### config.mk
export PLATFORM = sky130hd
export DESIGN_NAME = plot_command_stream_parser_core
export DESIGN_NICKNAME = d
export VERILOG_FILES = /design/src/design/pcsp_pkg.sv /design/src/design/pcsp_cfg.sv /design/src/design/pcsp_scale.sv /design/src/design/pcsp_parse.sv /design/src/design/pcsp_obuf.sv /design/src/design/plot_command_stream_parser_core.sv
export SDC_FILE = /design/constraint.sdc
export NUM_CORES = 2
export LEC_CHECK = 0
export ABC_AREA = 1
export BUFFER_PORTS_ARGS = -buffer_cell sky130_fd_sc_hd__buf_2
export CORE_ASPECT_RATIO = 1.2
export CORE_MARGIN = 2
export CORE_UTILIZATION = 42
export CTS_CLUSTER_DIAMETER = 150
export DETAILED_ROUTE_END_ITERATION = 10
export GPL_TIMING_DRIVEN = 0
export PLACE_DENSITY_LB_ADDON = 0.12
export SLEW_MARGIN = 15
export SYNTH_ARGS = -nofsm -noshare
export SYNTH_HDL_FRONTEND = slang
export SYNTH_SLANG_ARGS = --single-unit
### constraint.sdc
create_clock -name clk -period 34.6 [get_ports clk]
set_clock_uncertainty 0.15 [all_clocks]
set_input_delay 3.46 -clock clk [delete_from_list [all_inputs] [get_ports clk]]
set_output_delay 3.46 -clock clk [all_outputs]
set_load 0.01 [all_outputs]
### src/design/pcsp_pkg.sv
// Shared types, constants and scale tables for the plot command stream parser.
// Depends on nothing; every other design file imports it.
`timescale 1ns / 1ps

package pcsp_pkg;

  // Constant power of ten, evaluated at elaboration only
  function automatic longint unsigned pow10(input int n);
    longint unsigned p;
    p = 64'd1;
    for (int i = 0; i < n; i++) begin
      p = p * 64'd10;
    end
    return p;
  endfunction

  // Digit word limits
  localparam int MAX_DIGITS = 10;
  localparam int COORD_BITS = 58;

  // A coordinate word is held as hi*10 + lo, lo being the last digit taken
  localparam longint unsigned ACC_HI_LIMIT = pow10(MAX_DIGITS - 1);
  localparam longint unsigned ACC_HI_SAT   = pow10(MAX_DIGITS - 2);
  localparam int              ACC_HI_BITS  = $clog2(ACC_HI_LIMIT);

  // Configuration port
  localparam int PADDR_BITS = 4;
  localparam int PDATA_BITS = 32;
  localparam logic [1:0] REG_X_DECIMALS = 2'd0;
  localparam logic [1:0] REG_Y_DECIMALS = 2'd1;
  localparam logic [1:0] REG_INCH_UNITS = 2'd2;

  // Characters of interest
  localparam logic [7:0] CH_LF  = 8'd10;
  localparam logic [7:0] CH_CR  = 8'd13;
  localparam logic [7:0] CH_PCT = 8'h25;
  localparam logic [7:0] CH_0   = 8'h30;
  localparam logic [7:0] CH_9   = 8'h39;
  localparam logic [7:0] CH_D   = 8'h44;
  localparam logic [7:0] CH_X   = 8'h58;
  localparam logic [7:0] CH_Y   = 8'h59;

  // Scale factors per decimal count (index 7 repeats 6: counts above six act as six).
  // HI multiplies the word without its last digit, LO multiplies the last digit.
  localparam int SCALE_HI_BITS = 28;
  localparam int SCALE_LO_BITS = 25;
  localparam int FINE_LO_BITS  = 8;

  localparam logic [SCALE_HI_BITS-1:0] SCALE_HI_MM [8] = '{
    28'd10000000, 28'd1000000, 28'd100000, 28'd10000,
    28'd1000, 28'd100, 28'd10, 28'd10
  };
  localparam logic [SCALE_LO_BITS-1:0] SCALE_LO_MM [8] = '{
    25'd1000000, 25'd100000, 25'd10000, 25'd1000,
    25'd100, 25'd10, 25'd1, 25'd1
  };
  localparam logic [SCALE_HI_BITS-1:0] SCALE_HI_IN [8] = '{
    28'd254000000, 28'd25400000, 28'd2540000, 28'd254000,
    28'd25400, 28'd2540, 28'd254, 28'd254
  };
  // inch with six decimals: last digit times 25.4, rounded half up, from FINE_LO_IN
  localparam logic [SCALE_LO_BITS-1:0] SCALE_LO_IN [8] = '{
    25'd25400000, 25'd2540000, 25'd254000, 25'd25400,
    25'd2540, 25'd254, 25'd0, 25'd0
  };
  localparam logic [FINE_LO_BITS-1:0] FINE_LO_IN [16] = '{
    8'd0, 8'd25, 8'd51, 8'd76, 8'd102, 8'd127, 8'd152, 8'd178,
    8'd203, 8'd229, 8'd0, 8'd0, 8'd0, 8'd0, 8'd0, 8'd0
  };

  // Result events
  typedef enum logic [1:0] {
    EV_SEGMENT  = 2'd0,
    EV_APERTURE = 2'd1,
    EV_UNKNOWN  = 2'd2
  } pcsp_event_t;

  // Parser modes
  typedef enum logic [5:0] {
    M_LINE_START = 6'b000001,
    M_IN_LINE    = 6'b000010,
    M_XDIG       = 6'b000100,
    M_YDIG       = 6'b001000,
    M_DCODE      = 6'b010000,
    M_SKIP       = 6'b100000
  } pcsp_mode_t;

  // Configuration register set
  typedef struct packed {
    logic [2:0] x_decimals;
    logic [2:0] y_decimals;
    logic       inch_units;
  } pcsp_cfg_t;

  // One result beat
  typedef struct packed {
    pcsp_event_t           event_res;
    logic [COORD_BITS-1:0] x_from;
    logic [COORD_BITS-1:0] y_from;
    logic [COORD_BITS-1:0] x_to;
    logic [COORD_BITS-1:0] y_to;
    logic [6:0]            code_number;
  } pcsp_res_t;

endpackage

### src/design/pcsp_cfg.sv
// APB-style register file for decimal counts and the inch flag.
// Depends on pcsp_pkg.
`timescale 1ns / 1ps

module pcsp_cfg (
  input  logic                           clk,
  input  logic                           rst,
  input  logic                           psel,
  input  logic                           penable,
  input  logic                           pwrite,
  input  logic [pcsp_pkg::PADDR_BITS-1:0] paddr,
  input  logic [pcsp_pkg::PDATA_BITS-1:0] pwdata,
  output logic [pcsp_pkg::PDATA_BITS-1:0] prdata,
  output logic                           pready,
  output pcsp_pkg::pcsp_cfg_t            cfg
);
  import pcsp_pkg::*;

  logic       wr_en;
  logic [1:0] reg_idx;

  assign pready  = 1'b1;
  assign wr_en   = psel && penable && pwrite;
  assign reg_idx = paddr[3:2];

  // Register writes
  always_ff @(posedge clk) begin
    if (rst) begin
      cfg <= '0;
    end else if (wr_en) begin
      unique case (reg_idx)
        REG_X_DECIMALS: cfg.x_decimals <= pwdata[2:0];
        REG_Y_DECIMALS: cfg.y_decimals <= pwdata[2:0];
        REG_INCH_UNITS: cfg.inch_units <= pwdata[0];
        default: ;
      endcase
    end
  end

  // Read mux
  always_comb begin
    prdata = '0;
    unique case (reg_idx)
      REG_X_DECIMALS: prdata[2:0] = cfg.x_decimals;
      REG_Y_DECIMALS: prdata[2:0] = cfg.y_decimals;
      REG_INCH_UNITS: prdata[0]   = cfg.inch_units;
      default: ;
    endcase
  end

endmodule

### src/design/pcsp_scale.sv
// Converts a finished coordinate word to nanometres: hi*KH + lo*KL.
// Depends on pcsp_pkg scale tables.
`timescale 1ns / 1ps

module pcsp_scale (
  input  logic [pcsp_pkg::ACC_HI_BITS-1:0] acc_hi,
  input  logic [3:0]                       acc_lo,
  input  logic [2:0]                       decimals,
  input  logic                             inch_units,
  output logic [pcsp_pkg::COORD_BITS-1:0]  nm
);
  import pcsp_pkg::*;

  localparam int PROD_BITS = ACC_HI_BITS + SCALE_HI_BITS;
  localparam int LO_BITS   = 4 + SCALE_LO_BITS;

  logic [SCALE_HI_BITS-1:0] k_hi;
  logic [SCALE_LO_BITS-1:0] k_lo;
  logic [PROD_BITS-1:0]     hi_prod;
  logic [LO_BITS-1:0]       lo_term;
  logic                     fine_inch;

  assign k_hi      = inch_units ? SCALE_HI_IN[decimals] : SCALE_HI_MM[decimals];
  assign k_lo      = inch_units ? SCALE_LO_IN[decimals] : SCALE_LO_MM[decimals];
  assign fine_inch = inch_units && (decimals >= 3'd6);

  // Main product; the last digit term is a 4-bit multiple or, for inches at
  // six decimals, the rounded 25.4 multiple from a small table
  assign hi_prod = PROD_BITS'(acc_hi) * PROD_BITS'(k_hi);
  assign lo_term = fine_inch ? LO_BITS'(FINE_LO_IN[acc_lo])
                             : LO_BITS'(acc_lo) * LO_BITS'(k_lo);

  // Ten digits of inches stay below 2^58, so the sum never saturates
  assign nm = COORD_BITS'(hi_prod) + COORD_BITS'(lo_term);

endmodule

### src/design/pcsp_parse.sv
// Character parser: mode machine, digit words, pen positions and D code events.
// Depends on pcsp_pkg and pcsp_scale.
`timescale 1ns / 1ps

module pcsp_parse (
  input  logic                 clk,
  input  logic                 rst,
  input  logic                 beat,
  input  logic [7:0]           ch,
  input  pcsp_pkg::pcsp_cfg_t  cfg,
  output logic                 push,
  output pcsp_pkg::pcsp_res_t  res
);
  import pcsp_pkg::*;

  pcsp_mode_t              mode, mode_next;
  logic                    line_has_coord, line_has_coord_next;
  logic [ACC_HI_BITS-1:0]  acc_hi, acc_hi_next;
  logic [3:0]              acc_lo, acc_lo_next;
  logic [6:0]              dval, dval_next;
  logic [1:0]              dseen, dseen_next;
  logic [COORD_BITS-1:0]   pos_x, pos_x_next, pos_y, pos_y_next;
  logic [COORD_BITS-1:0]   prev_x, prev_x_next, prev_y, prev_y_next;

  logic                    is_digit;
  logic [3:0]              dig;
  logic [2:0]              word_dec;
  logic [COORD_BITS-1:0]   word_nm;
  logic [6:0]              code_sel;
  logic                    fin_emit;
  pcsp_event_t             fin_ev;
  pcsp_mode_t              base_mode;

  assign is_digit = (ch >= CH_0) && (ch <= CH_9);
  assign dig      = ch[3:0];
  assign word_dec = (mode == M_YDIG) ? cfg.y_decimals : cfg.x_decimals;

  // Scaling of the open word, used when a non-digit closes it
  pcsp_scale u_scale (
    .acc_hi     (acc_hi),
    .acc_lo     (acc_lo),
    .decimals   (word_dec),
    .inch_units (cfg.inch_units),
    .nm         (word_nm)
  );

  // D code value at completion: line end keeps what was read, a second digit extends
  always_comb begin
    code_sel = dval;
    if (ch != CH_LF && dseen == 2'd1 && is_digit) begin
      code_sel = 7'(dval * 7'd10) + 7'(dig);
    end
  end

  // Event classification of a completed D code
  always_comb begin
    fin_emit = 1'b1;
    fin_ev   = EV_UNKNOWN;
    case (code_sel) inside
      [7'd10:7'd127]: fin_ev = EV_APERTURE;
      7'd1, 7'd3: begin
        fin_ev   = EV_SEGMENT;
        fin_emit = line_has_coord;
      end
      7'd2:    fin_emit = 1'b0;
      default: fin_ev = EV_UNKNOWN;
    endcase
  end

  // Result payload
  always_comb begin
    res             = '0;
    res.event_res   = fin_ev;
    res.code_number = code_sel;
    if (fin_ev == EV_SEGMENT) begin
      res.x_from = prev_x;
      res.y_from = prev_y;
      res.x_to   = pos_x;
      res.y_to   = pos_y;
    end
  end

  // Next state for one character beat
  always_comb begin
    mode_next           = mode;
    line_has_coord_next = line_has_coord;
    acc_hi_next         = acc_hi;
    acc_lo_next         = acc_lo;
    dval_next           = dval;
    dseen_next          = dseen;
    pos_x_next          = pos_x;
    pos_y_next          = pos_y;
    prev_x_next         = prev_x;
    prev_y_next         = prev_y;
    base_mode           = mode;
    push                = 1'b0;

    if (beat && ch != CH_CR) begin
      unique case (mode) inside
        M_SKIP: begin
          if (ch == CH_LF) begin
            mode_next           = M_LINE_START;
            line_has_coord_next = 1'b0;
            acc_hi_next         = '0;
            acc_lo_next         = '0;
          end
        end

        M_DCODE: begin
          if (ch == CH_LF) begin
            push                = fin_emit;
            dseen_next          = 2'd0;
            mode_next           = M_LINE_START;
            line_has_coord_next = 1'b0;
            acc_hi_next         = '0;
            acc_lo_next         = '0;
          end else if (dseen == 2'd0) begin
            dval_next  = is_digit ? 7'(dig) : 7'd0;
            dseen_next = is_digit ? 2'd1 : 2'd2;
          end else begin
            push       = fin_emit;
            dval_next  = code_sel;
            dseen_next = 2'd0;
            mode_next  = M_IN_LINE;
          end
        end

        M_LINE_START, M_IN_LINE, M_XDIG, M_YDIG: begin
          if ((mode == M_XDIG || mode == M_YDIG) && is_digit) begin
            // Append a digit, holding at all nines once the word is full
            if (acc_hi >= ACC_HI_BITS'(ACC_HI_SAT)) begin
              acc_hi_next = ACC_HI_BITS'(ACC_HI_LIMIT - 64'd1);
              acc_lo_next = 4'd9;
            end else begin
              acc_hi_next = ACC_HI_BITS'(acc_hi * ACC_HI_BITS'(10)) + ACC_HI_BITS'(acc_lo);
              acc_lo_next = dig;
            end
          end else begin
            // Close an open word
            if (mode == M_XDIG || mode == M_YDIG) begin
              if (mode == M_XDIG) begin
                pos_x_next = word_nm;
              end else begin
                pos_y_next = word_nm;
              end
              acc_hi_next = '0;
              acc_lo_next = '0;
              base_mode   = M_IN_LINE;
            end

            // Character meaning
            if (ch == CH_LF) begin
              mode_next           = M_LINE_START;
              line_has_coord_next = 1'b0;
              acc_hi_next         = '0;
              acc_lo_next         = '0;
            end else if (ch == CH_PCT && base_mode == M_LINE_START) begin
              mode_next = M_SKIP;
            end else if (ch == CH_X || ch == CH_Y) begin
              if (!line_has_coord) begin
                prev_x_next = pos_x;
                prev_y_next = pos_y;
              end
              line_has_coord_next = 1'b1;
              acc_hi_next         = '0;
              acc_lo_next         = '0;
              mode_next           = (ch == CH_X) ? M_XDIG : M_YDIG;
            end else if (ch == CH_D) begin
              dval_next  = '0;
              dseen_next = 2'd0;
              mode_next  = M_DCODE;
            end else begin
              mode_next = M_IN_LINE;
            end
          end
        end

        default: mode_next = M_LINE_START;
      endcase
    end
  end

  // State registers
  always_ff @(posedge clk) begin
    if (rst) begin
      mode           <= M_LINE_START;
      line_has_coord <= 1'b0;
      acc_hi         <= '0;
      acc_lo         <= '0;
      dval           <= '0;
      dseen          <= '0;
      pos_x          <= '0;
      pos_y          <= '0;
      prev_x         <= '0;
      prev_y         <= '0;
    end else begin
      mode           <= mode_next;
      line_has_coord <= line_has_coord_next;
      acc_hi         <= acc_hi_next;
      acc_lo         <= acc_lo_next;
      dval           <= dval_next;
      dseen          <= dseen_next;
      pos_x          <= pos_x_next;
      pos_y          <= pos_y_next;
      prev_x         <= prev_x_next;
      prev_y         <= prev_y_next;
    end
  end

endmodule

### src/design/pcsp_obuf.sv
// Result register with a skid stage so input beats keep flowing while one result is stalled.
// Depends on pcsp_pkg for the result struct.
`timescale 1ns / 1ps

module pcsp_obuf (
  input  logic                clk,
  input  logic                rst,
  input  logic                push,
  input  pcsp_pkg::pcsp_res_t push_data,
  output logic                full,
  output logic                out_valid,
  input  logic                out_stall,
  output pcsp_pkg::pcsp_res_t out_data
);
  import pcsp_pkg::*;

  logic      skid_valid;
  pcsp_res_t skid_data;
  logic      pop;

  assign pop  = out_valid && !out_stall;
  assign full = skid_valid;

  // Valid flags
  always_ff @(posedge clk) begin
    if (rst) begin
      out_valid  <= 1'b0;
      skid_valid <= 1'b0;
    end else if (skid_valid) begin
      if (pop) begin
        skid_valid <= 1'b0;
      end
    end else if (push) begin
      if (out_valid && !pop) begin
        skid_valid <= 1'b1;
      end else begin
        out_valid <= 1'b1;
      end
    end else if (pop) begin
      out_valid <= 1'b0;
    end
  end

  // Payload
  always_ff @(posedge clk) begin
    if (skid_valid) begin
      if (pop) begin
        out_data <= skid_data;
      end
    end else if (push) begin
      if (out_valid && !pop) begin
        skid_data <= push_data;
      end else begin
        out_data <= push_data;
      end
    end
  end

endmodule

### src/design/plot_command_stream_parser_core.sv
// Plot command stream parser, top level: register file, parser, result buffer.
// Depends on pcsp_pkg, pcsp_cfg, pcsp_parse (with pcsp_scale) and pcsp_obuf.
`timescale 1ns / 1ps

// Usage
//   Input channel: one text character per beat on ch (in_valid / in_stall).
//   Output channel: at most one event beat per character (out_valid / out_stall):
//   segment drawn, aperture selected or unknown D code, with positions in nm.
//   Registers (x_decimals, y_decimals, inch_units) are written over the APB-style
//   port at 0x0, 0x4, 0x8 while the stream is idle; pready is always high.
//   The beat that ends a D word registers its event (in the skid entry if the result
//   register is stalled). Throughput: one character per clock unless in_stall; each
//   passes the mode logic and at most one 30x28 coordinate scaler multiply in its cycle.
//   Stall: the result register plus one skid entry absorb output stalls; in_stall
//   rises only when both hold a result, and drops the cycle after a beat leaves.
//   Reset (synchronous, rst high): registers to zero, positions to zero, parser at
//   line start, both result entries empty.
module plot_command_stream_parser_core (
  input  logic                                  clk,
  input  logic                                  rst,
  input  logic                                  psel,
  input  logic                                  penable,
  input  logic                                  pwrite,
  input  logic [pcsp_pkg::PADDR_BITS-1:0]        paddr,
  input  logic [pcsp_pkg::PDATA_BITS-1:0]        pwdata,
  output logic [pcsp_pkg::PDATA_BITS-1:0]        prdata,
  output logic                                  pready,
  input  logic                                  in_valid,
  output logic                                  in_stall,
  input  logic [7:0]                            ch,
  output logic                                  out_valid,
  input  logic                                  out_stall,
  output logic [1:0]                            event_res,
  output logic [pcsp_pkg::COORD_BITS-1:0]        x_from,
  output logic [pcsp_pkg::COORD_BITS-1:0]        y_from,
  output logic [pcsp_pkg::COORD_BITS-1:0]        x_to,
  output logic [pcsp_pkg::COORD_BITS-1:0]        y_to,
  output logic [6:0]                            code_number
);
  import pcsp_pkg::*;

  pcsp_cfg_t cfg;
  pcsp_res_t res, out_res;
  logic      push;
  logic      full;
  logic      beat;

  assign in_stall = full;
  assign beat     = in_valid && !in_stall;

  pcsp_cfg u_cfg (
    .clk     (clk),
    .rst     (rst),
    .psel    (psel),
    .penable (penable),
    .pwrite  (pwrite),
    .paddr   (paddr),
    .pwdata  (pwdata),
    .prdata  (prdata),
    .pready  (pready),
    .cfg     (cfg)
  );

  pcsp_parse u_parse (
    .clk  (clk),
    .rst  (rst),
    .beat (beat),
    .ch   (ch),
    .cfg  (cfg),
    .push (push),
    .res  (res)
  );

  pcsp_obuf u_obuf (
    .clk       (clk),
    .rst       (rst),
    .push      (push),
    .push_data (res),
    .full      (full),
    .out_valid (out_valid),
    .out_stall (out_stall),
    .out_data  (out_res)
  );

  // Result fields
  assign event_res   = out_res.event_res;
  assign x_from      = out_res.x_from;
  assign y_from      = out_res.y_from;
  assign x_to        = out_res.x_to;
  assign y_to        = out_res.y_to;
  assign code_number = out_res.code_number;

  // Checks
  a_stall_needs_result: assert property (@(posedge clk) disable iff (rst)
    in_stall |-> out_valid)
    else $error("input stalled with no result waiting");

  a_aperture_code: assert property (@(posedge clk) disable iff (rst)
    (out_valid && event_res == EV_APERTURE) |-> (code_number >= 7'd10))
    else $error("aperture event with a code below ten");

  a_segment_code: assert property (@(posedge clk) disable iff (rst)
    (out_valid && event_res == EV_SEGMENT) |-> (code_number == 7'd1 || code_number == 7'd3))
    else $error("segment event from a code other than D01 or D03");

  a_nonseg_zero: assert property (@(posedge clk) disable iff (rst)
    (out_valid && event_res != EV_SEGMENT) |->
      (x_from == '0 && y_from == '0 && x_to == '0 && y_to == '0))
    else $error("non-segment event carries coordinates");

  a_reset_empty: assert property (@(posedge clk)
    rst |=> (!out_valid && !in_stall))
    else $error("result buffer not empty after reset");

endmodule

==> results.ini <==
[route]
drt_iter0_markers=3821
viasPerCell=5.040
firstDrtPassIters=7
avgRoutedWirePerCell_um=21.95
drt-total-wl_um=222400
antenna_left=0
drc=0
vias=51070

[layout]
drive_gt1_share_pct=9.232
syn2layout_area_growth_pct=10.81
fillers=15510
fin_nets=9160
fin_cells=10130

[placement]
portBuffers=264
place_inst=9980
globalplace.congestion=1.005
dp_hpwl_um=183900
place_ws_ns=23.84

[power]
p_per_area_nw_per_um2=30.79
ir_drop_mv=0.02911
leakagePower_uw=0.03299
p_total_uw=2233

[min_path]
hold_class=reg2reg

[timing]
drv_slew=0
min_period_ns=11.16
min_period_over_period_pct=32.26
whs_ns=0.3312
max-slew-margin-rel_pct=18.86
hold_viol_final=0
fmax_mhz=89.59
setup_ws_ns=23.44
rsz0062_at_grt=false
finalSetupViolations=0
worst_pin_slew_ns=1.217
tns_ns=0

[floorplanning]
initial_core_util_pct=42.35
chipWidth_um=364.4
dieArea_um2=159100
core_area_um2=154600
die_h_um=436.5
io_pins=327
rows=158

[synthesis]
synth_cells=7594
synth_edf_count=482
synth_seq_area_share_pct=31.01
syn_area_per_cell_um2=8.620
synth-simple-area-share_pct=19.52
ys_types=60
synthFlopType=edfxtp_1
synth-compound-area-share_pct=7.362
ys_seq_elements=773
synth_top_family_by_area=adder cells
synthAdderAreaFrac_pct=29.84
synthMuxAreaShare_pct=0
yosysWarnings=0
synthXorXnorAreaFrac_pct=0.8429
async_reset_ff_share_pct=0
netlist_area_um2=65460

[clock_tree]
cts_setup_buffers=0
hold_buffers=0
cts_buffers=80
cts.sinks=773
cts_resized=0
clk_latency_ns=0.72
cts-root-buf=clkbuf_16
cts_tree=yes
h-tree-depth=3
clk_pin_slew_ns=0.06
clk_path_buf_depth=3

[status]
status=finished clean

[critical_path]
cp.required_ns=35.00
arrival_ns=11.56
slowest_delay_ns=0.87
end_kind=register
cp_max_fo=10
crit_type=reg2reg
r2r_setup_slack_ns=23.44
startpoint=u_parse.mode[1]
cp-endpoint=u_parse.pos_y[38]
r2r-start=u_parse.mode[1]
rr_endpoint=u_parse.pos_y[38]
cp_slowest_cell=nor2_1
cpMostUsedCell=fa_1
start_kind=register
r2r_cells=36

[global_route]
gr-total-overflow=0
grtUsageTotal_pct=28.12
grt_max_degree=106
antenna_found_initial=7
grt_pass1_vias=52190
grt_pass1_wl_um=331100

[run]
cap_viol_max_count=0

## synth_stat cells, types with 7 or more instances
master    count  share of area, %
o22ai_1       7             0.067
buf_1        16             0.092
o21ai_1      19              0.15
a21oi_1     398               3.0
nor3_1       28              0.21
o21bai_1     10              0.11
o21ai_0     303               2.3
nor2_2        7             0.067
a31oi_1      16              0.15
fa_1        724                22
buf_2        48              0.37
nand2_1    1568               9.0
nor4_1        8             0.076
buf_8         8              0.18
inv_2         9             0.052
and3_1        7             0.067
xor2_1       40              0.54
nor2_4      181               3.1
ha_1        403               7.7
clkbuf_1    224               1.3
o21a_1        9              0.10
buf_12       10              0.31
xnor2_1      23              0.31
nand3b_1     11              0.13
nand4_1      48              0.46
or2_2        24              0.23
a21o_1       24              0.28
buf_4        31              0.36
nand3_1     177               1.4
dfxtp_1     291               8.9
clkinv_1     22              0.13
o211ai_1     61              0.70
edfxtp_1    482                22
inv_1      1501               8.6
nor2_1      798               4.6
## report_power, final
group,switching (uW),internal (uW),leakage [uW],total [uW]
Clock,375,500,0.00127,875
Sequential,5.51,971,0.00684,976
Combinational,264,118,0.0249,383
Total,645,1590,0.0330,2230
## how the worst min path moves through the flow
stage / start / to / slack, ns / depth (start not counted)
2_1_floorplan: u_parse.dval[6] / u_parse.dval[6] / 0.29 / 2
3_3_place_gp: u_parse.dval[6] / u_parse.dval[6] / 0.32 / 2
3_5_place_dp: u_parse.dval[6] / u_parse.dval[6] / 0.32 / 2
4_1_cts: u_parse.dval[6] / u_parse.dval[6] / 0.33 / 2
5_1_grt: u_parse.dval[6] / u_parse.dval[6] / 0.36 / 2
6_report: u_parse.dval[6] / u_parse.dval[6] / 0.33 / 2
## layout by cell type (no fill, tap or decap), types with 291 or more instances in the layout
| cell type | synthesis | routed |
|---|---|---|
| nand2_1 | 1568 | 1568 |
| o21ai_0 | 303 | 303 |
| buf_2 | 48 | 312 |
| edfxtp_1 | 482 | 482 |
| nor2_1 | 798 | 796 |
| ha_1 | 403 | 403 |
| fa_1 | 724 | 724 |
| dfxtp_1 | 291 | 291 |
| inv_1 | 1501 | 1500 |
| a21oi_1 | 398 | 397 |
## critical path: cells and delay by family, from the launching register on
kind	cells	cell delay, ns
buffers and inverters	9	1.44
flip-flops	1	0.34
AND/OR/NAND/NOR	11	3.02
adder cells (fa/ha/maj)	9	4.12
AO/OA/AOI/OAI	7	1.93
## layout make-up
cell class	instances	area [um^2]	area share [%]
Antenna cell	5	12.51	0.01725
Buffer	339	1723	2.375
Clock buffer	105	2138	2.948
Clock inverter	43	488.0	0.6727
Inverter	1533	5763	7.945
Multi-Input combinational cell	4977	37820	52.14
Sequential cell	773	20300	27.98
Tap cell	2080	2603	3.588
Timing Repair Buffer	278	1694	2.335
## state kept, by name, indices dropped and copies added (netlist names)
signal and flops:
u_parse.pos_x 58, u_parse.dval 7, u_cfg.cfg 7, u_parse.acc_lo 4
u_parse.mode 6, u_parse.dseen 2, u_parse.pos_y 58, u_obuf.skid_data 241
u_parse.acc_hi 30, u_parse.prev_x 58, u_obuf.out_data 241, u_parse.line_has_coord 1
u_parse.prev_y 58, u_obuf.out_valid 1, u_obuf.full 1
## per-layer routing
metal / wire (um) / track usage, % / vias up
met1: 89480 / 34.28 / 24950
met3: 11170 / 3.729 / 439
met4: 12930 / 13.92 / 2
li1: - / - / 24170
met2: 108800 / 48.67 / 1512
met5: 12 / 0 / -
## logic make-up after synthesis
group,after synthesis
buf+inv,1872
simple gates,2875
flops,773
other cells,2
xor+xnor,63
fa+ha+maj,1127
compound gates,882
## per-stage QoR
stage / utilization, % / cell area [um^2]
finish: 46.92 / 72540
global route: 46.92 / 72530
global placement: 44.95 / 69490
floorplan: - / 65570
detailed placement: 45.22 / 69900
CTS: 46.92 / 72530
(Power assumes the default switching activity.)
